**config.mk**
```make
export PLATFORM = sky130hd
export DESIGN_NAME = sgra_ctrl
export DESIGN_NICKNAME = d
export VERILOG_FILES = /design/src/design/sgra_pkg.sv /design/src/design/sgra_ctrl.sv
export SDC_FILE = /design/constraint.sdc
export NUM_CORES = 1
export LEC_CHECK = 0
export ABC_AREA = 0
export BUFFER_PORTS_ARGS = -buffer_cell sky130_fd_sc_hd__buf_2
export CORE_ASPECT_RATIO = 0.8
export CORE_MARGIN = 1.5
export CORE_UTILIZATION = 40
export CTS_BUF_LIST = sky130_fd_sc_hd__clkbuf_16
export DETAILED_ROUTE_END_ITERATION = 16
export PLACE_DENSITY = 0.67
export REMOVE_ABC_BUFFERS = 1
export SLEW_MARGIN = 20
export SYNTH_ARGS = -nofsm -noshare
export SYNTH_HDL_FRONTEND = slang
export SYNTH_SLANG_ARGS = --single-unit
```
**constraint.sdc**
```tcl
create_clock -name clk -period 3.9 [get_ports clk]
set_input_delay 0.585 -clock clk [delete_from_list [all_inputs] [get_ports clk]]
set_output_delay 0.585 -clock clk [all_outputs]
set_load 0.01 [all_outputs]
```
**src/design/sgra_pkg.sv**
```systemverilog
`timescale 1ns / 1ps
// Shared opcodes and controller/datapath interface types for the sparse row store.
package sgra_pkg;

	localparam logic [1:0] OP_ADD  = 2'd0;
	localparam logic [1:0] OP_ROW  = 2'd1;
	localparam logic [1:0] OP_WGT  = 2'd2;
	localparam logic [1:0] OP_NOP  = 2'd3;

	localparam logic [4:0] WGT_MAX = 5'd31;

	typedef struct packed {
		logic clr_wr;
		logic cap;
		logic load;
		logic el_rd_merge;
		logic el_rd_pos;
		logic emit_old;
		logic emit_new;
		logic match;
		logic commit;
		logic wt_rd;
		logic wt_wr;
		logic res;
	} cmd_t;

	typedef struct packed {
		logic [1:0] op;
		logic       last;
		logic       act_item;
		logic       dcmp;
		logic       have_old;
		logic       old_lt;
		logic       old_eq;
		logic       full;
		logic       col_ok;
		logic       old_ok;
		logic       rd_ok;
		logic       clr_last;
	} stat_t;

endpackage

```
**src/design/sgra_ctrl.sv**
```systemverilog
`timescale 1ns / 1ps
// Sequencer for clearing, merge steps, weight updates and reads.
module sgra_ctrl (
	input  logic           clk,
	input  logic           arst_n,
	input  logic           start,
	output logic           busy,
	input  sgra_pkg::stat_t st,
	output sgra_pkg::cmd_t  cmd
);

	typedef enum logic [10:0] {
		S_CLR  = 11'b00000000001,
		S_IDLE = 11'b00000000010,
		S_LOAD = 11'b00000000100,
		S_INFO = 11'b00000001000,
		S_ERD  = 11'b00000010000,
		S_EVAL = 11'b00000100000,
		S_ORD  = 11'b00001000000,
		S_OCMP = 11'b00010000000,
		S_WRD  = 11'b00100000000,
		S_WWR  = 11'b01000000000,
		S_NEXT = 11'b10000000000
	} state_t;

	state_t state_q, state_d;

	always_ff @(posedge clk or negedge arst_n) begin
		if (!arst_n) begin
			state_q <= S_CLR;
		end else begin
			state_q <= state_d;
		end
	end

	assign busy = (state_q != S_IDLE);

	always_comb begin
		logic need;
		need    = 1'b0;
		cmd     = '0;
		state_d = state_q;
		case (state_q)
			S_CLR: begin
				cmd.clr_wr = 1'b1;
				if (st.clr_last) state_d = S_IDLE;
			end
			S_IDLE: begin
				if (start) begin
					cmd.cap = 1'b1;
					state_d = S_LOAD;
				end
			end
			S_LOAD: begin
				cmd.load = 1'b1;
				state_d  = S_INFO;
			end
			S_INFO: begin
				if (st.op == sgra_pkg::OP_ADD && st.act_item) begin
					state_d = S_ORD;
				end else if (st.op == sgra_pkg::OP_ROW && st.rd_ok) begin
					state_d = S_ERD;
				end else begin
					cmd.res = 1'b1;
					state_d = S_IDLE;
				end
			end
			S_ERD: begin
				cmd.el_rd_pos = 1'b1;
				state_d       = S_EVAL;
			end
			S_EVAL: begin
				cmd.res = 1'b1;
				state_d = S_IDLE;
			end
			S_ORD: begin
				cmd.el_rd_merge = 1'b1;
				state_d         = S_OCMP;
			end
			S_OCMP: begin
				state_d = S_NEXT;
				if (!st.dcmp) begin
					if (st.have_old && st.old_lt) begin
						cmd.emit_old = 1'b1;
						need         = st.full && st.old_ok;
					end else if (st.have_old && st.old_eq) begin
						cmd.match = 1'b1;
						need      = st.col_ok;
					end else begin
						cmd.emit_new = 1'b1;
						need         = !st.full && st.col_ok;
					end
				end else if (st.have_old) begin
					// tail copy after the last beat
					cmd.emit_old = 1'b1;
					need         = st.full && st.old_ok;
				end else begin
					cmd.commit = 1'b1;
					cmd.res    = 1'b1;
					state_d    = S_IDLE;
				end
				if (need) state_d = S_WRD;
			end
			S_WRD: begin
				cmd.wt_rd = 1'b1;
				state_d   = S_WWR;
			end
			S_WWR: begin
				cmd.wt_wr = 1'b1;
				state_d   = S_NEXT;
			end
			S_NEXT: begin
				if (st.dcmp && !st.last) begin
					cmd.res = 1'b1;
					state_d = S_IDLE;
				end else begin
					state_d = S_ORD;
				end
			end
			default: begin
				state_d = S_IDLE;
			end
		endcase
	end

endmodule

```
==> results of run 1 <==
==> routing by layer <==
metal | up-vias | part of all wire [%] | global-route usage (%)
met5 | - | 0 | 0
met4 | 0 | 0.57 | 3.00
met3 | 2 | 5.8 | 6.08
met2 | 28 | 46 | 28.2
met1 | 391 | 48 | 26.2
li1 | 424 | - | -
==> per-stage QoR <==
step | total power [uW] | utilization [%] | cell area (sq um) | cells | worst slack [ns]
6_report | 503 | 55.1 | 1070 | 151 | 1.06
2_1_floorplan | 265 | - | 822 | 95 | 1.43
3_3_place_gp | 312 | 51.0 | 992 | 147 | 1.34
5_1_grt | 540 | 55.1 | 1070 | 151 | 0.958
4_1_cts | 507 | 55.1 | 1070 | 151 | 1.05
3_5_place_dp | 314 | 51.0 | 992 | 147 | 1.32
==> kinds of logic after synthesis <==
kind of cell           Yosys count
XOR/XNOR                         2
AO/OA/AOI/OAI                   16
flip-flops                      11
buffers and inverters            9
AND/OR/NAND/NOR                 62
==> layout make-up <==
cell class                 instances  area, sq um
timing repair buffer              28          140
clock buffer                       3         75.1
multi-input combinational         80          531
sequential                        11          277
fill                             187          872
clock inverter                     1         5.00
inverter                           4         15.0
tap                               24         30.0
==> power by group through the flow <==
stage | Sequential (uW) | Combinational, uW | Clock, uW
final | 150 | 164 | 189
after global routing | 153 | 185 | 202
after CTS | 149 | 165 | 192
after detailed placement | 150 | 164 | 0
after global placement | 150 | 162 | 0
after floorplan | 144 | 121 | 0
==> cells in the mapped netlist, drive strengths merged (2+ instances only) <==
cell type / count / area share (%)
o21ai: 4 / 2.4
o211a: 2 / 2.4
clkbuf: 4 / 1.8
inv: 4 / 1.8
and4: 2 / 2.1
nor4: 7 / 5.9
or2b: 2 / 1.8
and4b: 3 / 3.5
or4: 2 / 2.7
nor2: 10 / 4.4
nor3b: 2 / 1.8
nand2b: 4 / 3.8
nand2: 7 / 3.1
or2: 4 / 3.0
dfrtp: 10 / 29
a21oi: 3 / 1.8
nor2b: 3 / 2.2
nor3: 7 / 4.7
==> worst max path at each step <==
stage          endpoint  cells after the start
2_1_floorplan    cmd[4]                      4
3_3_place_gp     cmd[4]                      5
5_1_grt          cmd[0]                      6
3_5_place_dp     cmd[4]                      5
4_1_cts          cmd[4]                      5
6_report         cmd[4]                      5
==> summary.md, run 1 <==
| Metric | Value |
|---|---|
| Status | `finished clean` |
| Vias in the first global route | `742` |
| Final WL | `1930 um` |
| Pin count of the biggest net entering global routing | `12` |
| Largest regs | `state_q: 11 flops` |
| Total gr overflow | `0` |
| Final setup violation count | `0` |
| Site row count | `14` |
| Synth Area in Compound Gates | `13.0%` |
| Crit Path Category | `reg2out` |
| Setup TNS | `0 ns` |
| Sw power | `158 uW` |
| CP Max Fanout | `8` |
| R2R Setup Slk | `1.91 ns` |
| Placer Congestion | `0.862` |
| Crit. End Element | `primary output` |
| Hold-fix buffers, CTS | `0` |
| Die area | `2410 sq um` |
| Static Leak | `0.000536 uW` |
| Worst path top cell family by delay | `simple AND/OR/NAND/NOR gates` |
| Tightest Pin Transition | `0.397 ns` |
| Max rail drop VDD | `267 uV` |
| Initial DRC count | `18` |
| Clock insertion delay at the later pin of the skew report | `0.24 ns` |
| Final worst-path cycle share | `72.9%` |
| Register area share after synthesis | `32.6%` |
| XOR/XNOR share of the synthesized area | `2.06%` |
| CP Cell Sequence | `or4_4 -> nand2b_4 -> or4_4 -> nor4_2 -> buf_2` |
| Unrepaired setup endpoints after global routing | `false` |
| CTS resizes | `0` |
| Detailed placer's ending HPWL | `1530 um` |
| Cell mode on critical path | `or4_4` |
| Number of enable flip-flop cells after synthesis | `0` |
| Largest register FFs | `11` |
| Synthesized area per cell | `8.48 sq um` |
| Max incr delay on CP | `0.55 ns` |
| Comb power frac | `32.7%` |
| Fin Clk Skew | `0.00351 ns` |
| Number of antenna diodes | `0` |
| Crit path time final | `2.84 ns` |
| Share of cells above drive strength 1 | `33.1%` |
| Via/cell ratio | `5.60` |
| Slew Limit Headroom | `73.3%` |
| Detailed-route DRC error count | `0` |
| Num CTS Buffers | `3` |
| Detailed-route wire length per cell | `12.7 um` |
| Netlist cell types | `42` |
| Via Count | `845` |
| Simple-gate share of the synthesized area | `47.5%` |
| Worst Path Arrival | `2.26 ns` |
| Mux share of post-synthesis cell area | `0%` |
| CTS Sinks | `11` |
| Largest family of logic cells by synthesized area | `simple AND/OR/NAND/NOR gates` |
| Core area | `1940 sq um` |
| Worst Reg-to-Reg Cells | `5` |
| Post-CTS setup buffer count | `0` |
| Worst r2r dst | `state_q[10]` |
| Hold slack | `0.209 ns` |
| Most used DFF post-synth | `dfrtp_1` |
| Cells after Synth | `100` |
| Die height | `44.2 um` |
| Die width | `54.5 um` |
| Async S/R FF share, synth | `100%` |
| Max-Cap Viols | `0` |
| Clk pwr share | `37.5%` |
| Clock Path Buffers | `2` |
| IO Port Bufs | `28` |
| Post-DRT Antenna Nets | `0` |
| Worst EP required | `3.31 ns` |
| PD cells | `469 nW/um^2` |
| Synth Cell Area | `848 sq um` |
| Commonest cells after routing, fill and taps aside | `28 x buf_2, 10 x nor2_1, 10 x dfrtp_1, 7 x nand2_1` |
| Slew Limit Fails | `0` |
| Adder-cell area share of the yosys netlist | `0%` |
| TritonCTS clock tree | `built` |
| P_int | `345 uW` |
| I/O pin count | `29` |
| Clock-pin transition on the worst setup and hold timing paths | `0.04 ns` |
| Crit path buffers/inverters | `1` |
| Total GRT Usage | `18.6%` |
| Most common cell after layout, fill and taps aside | `buf_2` |
| Final Hold Viols | `0` |
| Initial antenna violation count | `0` |
| Critical Path Start | `state_q[1]` |
| First-pass GRT wire length | `3220 um` |
| DR pass1 iterations | `5` |
| Worst min path class | `in2async` |
| Fmax | `352 MHz` |
| #FFs+latches synth | `11` |
| CP startpoint kind | `flop` |
| Crit path max-delay cell type | `or4_4` |
| Biggest register | `state_q` |
| Area grow syn2layout | `26.4%` |
| Nets | `144` |
| Flop pwr share | `29.8%` |
| Initial Util | `43.6%` |
| Sw Share | `31.5%` |
| Htree depth | `1` |
| Yosys Warn Count | `0` |
| Root Driver | `clkbuf_16` |
| RR Startpoint | `state_q[1]` |
(Power assumes the default switching activity.)
==> run 2, diff against run 1 <==
--- a/config.mk
+++ b/config.mk
@@ -12,7 +12,7 @@
 export CORE_UTILIZATION = 40
 export CTS_BUF_LIST = sky130_fd_sc_hd__clkbuf_16
 export DETAILED_ROUTE_END_ITERATION = 16
-export PLACE_DENSITY = 0.67
+export PLACE_DENSITY = 0.7
 export REMOVE_ABC_BUFFERS = 1
 export SLEW_MARGIN = 20
 export SYNTH_ARGS = -nofsm -noshare
==> constraint.sdc (replaced) <==
create_clock -name clk -period 2.5 [get_ports clk]
set_input_delay 0.375 -clock clk [delete_from_list [all_inputs] [get_ports clk]]
set_output_delay 0.375 -clock clk [all_outputs]
set_load 0.01 [all_outputs]
==> run 2 against run 1 <==
  * The run now ends with negative hold slack, negative setup slack left
  * Combinational power up 110%
  * Non-clock buffer count up 9
  * Final cell count up 6.0%
  * Critical path type unchanged
  * Critical endpoint is now cmd[3]
  * Largest cell class unchanged
  * Largest power group is now combinational logic
==> summary.md, run 2 (synthesis results as in run 1) <==
| Metric | Value |
|---|---|
| Unrepaired setup endpoints after global routing | `true` |
| Core area | `1940 sq um (unchanged)` |
| Detailed-route wire length per cell | `14.1 um (+10%)` |
| Via Count | `918 (+8.6%)` |
| Num CTS Buffers | `3 (unchanged)` |
| Pre-CTS setup slack | `0.184 ns (-1.14 ns)` |
| Site row count | `14 (unchanged)` |
| Largest regs | `state_q: 11 flops` |
| Placer Congestion | `0.911 (+5.7%)` |
| Max-Cap Viols | `0 (unchanged)` |
| Worst EP required | `2.12 ns (-1.19 ns)` |
| Cell mode on critical path | `or4_4` |
| Via/cell ratio | `5.74 (+2.5%)` |
| Clock insertion delay at the later pin of the skew report | `0.24 ns (about the same)` |
| Met2 usage | `28.4% (+0.24 points)` |
| Number of antenna diodes | `0 (unchanged)` |
| Static Leak | `0.000587 uW (+9.5%)` |
| Final Worst Setup Slack | `-0.0802 ns (-1.14 ns)` |
| Fin Clk Skew | `0.00404 ns (+0.000536 ns)` |
| Die area | `2410 sq um (unchanged)` |
| IO Port Bufs | `28 (unchanged)` |
| Root Driver | `clkbuf_16` |
| Pin count of the biggest net entering global routing | `12 (unchanged)` |
| Crit path time final | `2.58 ns` |
| RR Startpoint | `state_q[1]` |
| Crit Path Category | `reg2out` |
| Status | `complete, but fails checks` |
| Max incr delay on CP | `0.57 ns (+0.02 ns)` |
| Worst Reg-to-Reg Cells | `6 (+1)` |
| Detailed-route DRC error count | `0 (unchanged)` |
| TritonCTS clock tree | `built` |
| Most common cell after layout, fill and taps aside | `buf_2` |
| Most used routing layer | `met1` |
| Clock Path Buffers | `2 (unchanged)` |
| Pwr Total | `858 uW (+71%)` |
| Die width | `54.5 um (unchanged)` |
| Tightest Pin Transition | `0.430 ns (+0.0331 ns)` |
| Biggest register | `state_q` |
| Nets | `153 (+6.3%)` |
| Crit path buffers/inverters | `1 (unchanged)` |
| Htree depth | `1 (unchanged)` |
| R2R Setup Slk | `0.40 ns (-1.51 ns)` |
| I/O pin count | `29 (unchanged)` |
| Detailed placer's ending HPWL | `1610 um (+5.7%)` |
| Max rail drop VDD | `400 uV (+50%)` |
| Final WL | `2250 um (+17%)` |
| Final Hold Viols | `4 (+4)` |
| CTS Sinks | `11 (unchanged)` |
| GR Layer Usage met3 | `7.09% (+1.0 points)` |
| Total GRT Usage | `21.3% (+2.8 points)` |
| Hold slack | `-0.00475 ns (-0.214 ns)` |
| Violated checks | `negative hold slack, negative setup slack` |
| Crit path max-delay cell type | `or4_4` |
| Area grow syn2layout | `36.0%` |
| Largest register FFs | `11 (unchanged)` |
| CP Cell Sequence | `or4_4 -> nand2b_4 -> or4_4 -> and2b_1 -> buf_2` |
| Slew Limit Headroom | `71.1% (-2.2 points)` |
| Worst Path Arrival | `2.21 ns (-0.05 ns)` |
| Initial DRC count | `20 (+2)` |
| Final setup violation count | `4 (+4)` |
| Share of cells above drive strength 1 | `38.2% (+5.2 points)` |
| Commonest cells after routing, fill and taps aside | `28 x buf_2, 10 x nor2_1, 10 x dfrtp_1, 9 x buf_4, 7 x nand2_1` |
| Worst min path class | `in2async` |
| Initial antenna violation count | `0 (unchanged)` |
| Worst r2r dst | `state_q[10]` |
| PD cells | `744 nW/um^2 (+58%)` |
| Post-DRT Antenna Nets | `0 (unchanged)` |
| Clock-pin transition on the worst setup and hold timing paths | `0.05 ns (about the same)` |
| Vias in the first global route | `794 (+7.0%)` |
| Total gr overflow | `0 (unchanged)` |
| Die height | `44.2 um (unchanged)` |
| CP startpoint kind | `flop` |
| First-pass GRT wire length | `3570 um (+11%)` |
| Final worst-path cycle share | `103%` |
| Worst path top cell family by delay | `simple AND/OR/NAND/NOR gates` |
| DR pass1 iterations | `4 (-1)` |
| Crit. End Element | `primary output` |
| Met1 Resource Use GR | `31.2% (+5.0 points)` |
| Initial Util | `43.6% (unchanged)` |
| Slew Limit Fails | `0 (unchanged)` |
| CP Max Fanout | `5 (-3)` |
| Fmax | `388 MHz` |
-- run 2: cell types whose count changed in the layout (fill, tap and decap cells not counted), sizes merged --
cell	delta
buf	+9
-- run 2: how the worst max path moves through the flow --
stage,cells past startpoint,to,from
2_1_floorplan,4,cmd[4],state_q[1]
3_3_place_gp,5,cmd[4],state_q[2]
3_5_place_dp,5,cmd[4],state_q[2]
4_1_cts,5,cmd[4],state_q[0]
5_1_grt,5,cmd[3],state_q[1]
6_report,5,cmd[3],state_q[1]
-- run 2: report_power, final --
group	total, uW	internal, uW	switching [uW]
registers	210	198	12.1
clock network	303	213	90.1
logic	345	171	174
total	858	582	276
-- run 2: repair_timing --
| item | 4_1_cts | 5_1_grt |
|---|---|---|
| pin swaps | 0 | 3 |
| gates cloned | 0 | 0 |
| resized for setup | 1 | 1 |
| setup endpoints to repair | 4 | 4 |
| hold buffers | 0 | 0 |
| hold endpoints to repair | 0 | 0 |
| buffers inserted | 4 | 1 |
-- run 2: cell type report --
type	instances	area, sq um
inverters	4	15.0
flip-flops and latches	11	277
repair buffers	37	208
well taps	24	30.0
clock inverters	1	5.00
multi-input cells	80	544
fillers	165	791
clock buffers	3	75.1
-- run 2: through the flow --
| step | cell area, sq um | TNS, ns | util, % | cells |
|---|---|---|---|---|
| 4_1_cts | 1140 | -0.0569 | 58.5 | 159 |
| 3_5_place_dp | 1020 | 0 | 52.6 | 151 |
| 6_report | 1150 | -0.153 | 59.3 | 160 |
| 5_1_grt | 1150 | -0.519 | 59.3 | 160 |
| 3_3_place_gp | 1020 | 0 | 52.6 | 151 |
| 2_1_floorplan | 822 | 0 | - | 95 |
-- run 2: per-layer routing --
metal	wire, um	part of all wire, %
met5	0	0
met4	27	1.2
met3	206	9.2
met2	1010	45
met1	1000	45
-- run 2: worst reg2reg max path: stages, from the launching register on --
cell,delay [ns]
dfrtp_1,0.38
or4_4,0.52
nand2b_4,0.16
or4_4,0.57
buf_4,0.17
nor3_2,0.14
or2_1,0.10
==> run 3, diff against run 2 <==
--- a/config.mk
+++ b/config.mk
@@ -12,8 +12,10 @@
 export CORE_UTILIZATION = 40
 export CTS_BUF_LIST = sky130_fd_sc_hd__clkbuf_16
 export DETAILED_ROUTE_END_ITERATION = 16
+export MAX_ROUTING_LAYER = met4
 export PLACE_DENSITY = 0.7
 export REMOVE_ABC_BUFFERS = 1
+export SETUP_SLACK_MARGIN = 0.02
 export SLEW_MARGIN = 20
 export SYNTH_ARGS = -nofsm -noshare
 export SYNTH_HDL_FRONTEND = slang
==> run 3 against run 2 <==
  * The flow still finishes with violations (negative hold slack, negative setup slack)
  * Sequential cell count did not move
  * Die area did not move
  * Sequential share of layout area did not move
  * Count of clock-buffer cells in the layout did not move
  * Critical path depth did not move
  * Combinational power barely moved
  * Register-to-register slack improved by 0.11 ns
  * Non-clock buffer count did not move
  * Clock skew barely moved
  * Critical endpoint is now cmd[4]
==> summary.md, run 3 (synthesis results as in run 1) <==
| Metric | Value |
|---|---|
| Cell mode on critical path | `or4_4` |
| Fmax | `398 MHz (+2.6%)` |
| Core area | `1940 sq um (unchanged)` |
| Root Driver | `clkbuf_16` |
| Static Leak | `0.000586 uW (about the same)` |
| Crit. End Element | `primary output` |
| Crit Path Category | `reg2out` |
| Htree depth | `1 (unchanged)` |
| Setup TNS | `-0.0137 ns (+0.139 ns)` |
| Num CTS Buffers | `3 (unchanged)` |
| Detailed-route wire length per cell | `13.9 um (-1.2%)` |
| Hold slack | `-0.00338 ns (+0.00137 ns)` |
| CP startpoint kind | `flop` |
| Vias in the first global route | `824 (+3.8%)` |
| Site row count | `14 (unchanged)` |
| Detailed placer's ending HPWL | `1610 um (unchanged)` |
| Crit path buffers/inverters | `1 (unchanged)` |
| Fin Clk Skew | `0.00420 ns (+0.000161 ns)` |
| DR pass1 iterations | `4 (unchanged)` |
| Fillers | `167 (+1.2%)` |
| Largest register FFs | `11 (unchanged)` |
| Post-DRT Antenna Nets | `0 (unchanged)` |
| Die area | `2410 sq um (unchanged)` |
| Total GRT Usage | `22.4% (+1.0 points)` |
| Unrepaired setup endpoints after global routing | `true` |
| Layout Cells excl Fill | `160 (unchanged)` |
| Final Worst Setup Slack | `-0.0137 ns (+0.0665 ns)` |
| Multi-input gate area | `544 sq um (unchanged)` |
| I/O pin count | `29 (unchanged)` |
| Most common cell after layout, fill and taps aside | `buf_2` |
| Final Hold Viols | `4 (unchanged)` |
| Worst path top cell family by delay | `simple AND/OR/NAND/NOR gates` |
| R2R Setup Slk | `0.51 ns (+0.11 ns)` |
| Placer Congestion | `0.927 (+1.7%)` |
| Via/cell ratio | `5.64 (-1.6%)` |
| TritonCTS clock tree | `built` |
| Die height | `44.2 um (unchanged)` |
| Commonest cells after routing, fill and taps aside | `28 x buf_2, 10 x nor2_1, 10 x dfrtp_1, 9 x buf_4, 7 x nand2_1` |
| Clock-pin transition on the worst setup and hold timing paths | `0.05 ns (about the same)` |
| Crit path time final | `2.51 ns (-0.0665 ns)` |
| Pre-CTS setup slack | `0.184 ns (unchanged)` |
| Share of cells above drive strength 1 | `38.2% (unchanged)` |
| Pin count of the biggest net entering global routing | `12 (unchanged)` |
| Largest regs | `state_q: 11 flops` |
| Worst min path class | `in2async` |
| Detailed-route DRC error count | `0 (unchanged)` |
| Max-Cap Viols | `0 (unchanged)` |
| Initial DRC count | `21 (+5.0%)` |
| Status | `complete, but fails checks` |
| Initial antenna violation count | `0 (unchanged)` |
| Worst Path Arrival | `2.14 ns (-0.07 ns)` |
| Slew Limit Fails | `0 (unchanged)` |
| IO Port Bufs | `28 (unchanged)` |
| Final worst-path cycle share | `101% (-2.7 points)` |
| Register area | `277 sq um (unchanged)` |
| Area grow syn2layout | `36.0% (unchanged)` |
| Worst EP required | `2.12 ns (about the same)` |
| Number of antenna diodes | `0 (unchanged)` |
| Nets | `153 (unchanged)` |
| Tightest Pin Transition | `0.417 ns (-0.0131 ns)` |
| Initial Util | `43.6% (unchanged)` |
| Max rail drop VDD | `399 uV (-0.31%)` |
| Dpl cells | `151 (unchanged)` |
| Slew Limit Headroom | `71.9% (+0.88 points)` |
| Crit path max-delay cell type | `or4_4` |
| First-pass GRT wire length | `3640 um (+1.9%)` |
| Via Count | `903 (-1.6%)` |
| CP Cell Sequence | `or4_4 -> nand2b_4 -> or4_4 -> nor4_4 -> buf_2` |
| Total gr overflow | `0 (unchanged)` |
| Final WL | `2220 um (-1.2%)` |
| Die width | `54.5 um (unchanged)` |
| Max incr delay on CP | `0.52 ns (-0.05 ns)` |
| Hold-fix buffers, CTS | `0 (unchanged)` |
| Clock insertion delay at the later pin of the skew report | `0.25 ns (about the same)` |
| Biggest register | `state_q` |
| Clock Path Buffers | `2 (unchanged)` |
| CP Max Fanout | `5 (unchanged)` |
| PD cells | `743 nW/um^2 (-0.15%)` |
| Pwr Total | `857 uW (-0.15%)` |
| Violated checks | `negative hold slack, negative setup slack` |
| CTS Sinks | `11 (unchanged)` |
| Final setup violation count | `1 (-3)` |
[run 3: cell counts in the layout (fill, tap and decap cells not counted)]
Identical to the previous run, type by type.
[run 3: layout make-up]
type,instances,area share (%)
Sequential cell,11,24.0
Timing Repair Buffer,37,18.0
Tap cell,24,2.60
Clock inverter,1,0.434
Inverter,4,1.30
Multi-Input combinational cell,80,47.2
Clock buffer,3,6.51
[run 3: path summary, 6_finish.rpt]
| kind | start | endpoint | cells past startpoint |
|---|---|---|---|
| max in group asynchronous | arst_n | state_q[0] | 1 |
| min in group clk | st[0] | state_q[0] | 2 |
| worst min register to register | state_q[5] | state_q[5] | 2 |
| worst min-delay path | arst_n | state_q[3] | 1 |
| worst max register to register | state_q[1] | state_q[10] | 6 |
| worst max-delay path | state_q[1] | cmd[4] | 5 |
[run 3: worst register-to-register path: stages, from the launching register on]
cell and delay (ns):
dfrtp_1 0.37, or4_4 0.52, nand2b_4 0.16, or4_4 0.47, buf_4 0.17, nor3_2 0.14, or2_1 0.10
[run 3: stage by stage]
stage / cell area [sq um] / utilization (%)
after floorplan: 822 / -
after global placement: 1020 / 52.6
after detailed placement: 1020 / 52.6
after CTS: 1140 / 58.9
after global routing: 1150 / 59.3
final: 1150 / 59.3
[run 3: what timing repair did]
item | in CTS | in global routing
setup endpoints to repair | 4 | 3
pin swaps | 1 | 0
gates resized for setup | 1 | 1
setup buffers | 5 | 0
hold endpoints to repair | 0 | 0
[run 3: power breakdown]
group	internal [uW]	switching [uW]	total [uW]
Sequential	198	11.4	209
Combinational	172	173	344
Clock	213	90.4	303
[run 3: routing by layer]
| metal | track usage (%) | vias to the layer above | share of wire, % |
|---|---|---|---|
| met5 | - | - | 0 |
| met4 | 9.50 | 0 | 2.7 |
| met3 | 7.43 | 10 | 7.1 |
| met2 | 28.7 | 33 | 44 |
| met1 | 31.6 | 413 | 47 |
| li1 | - | 447 | - |
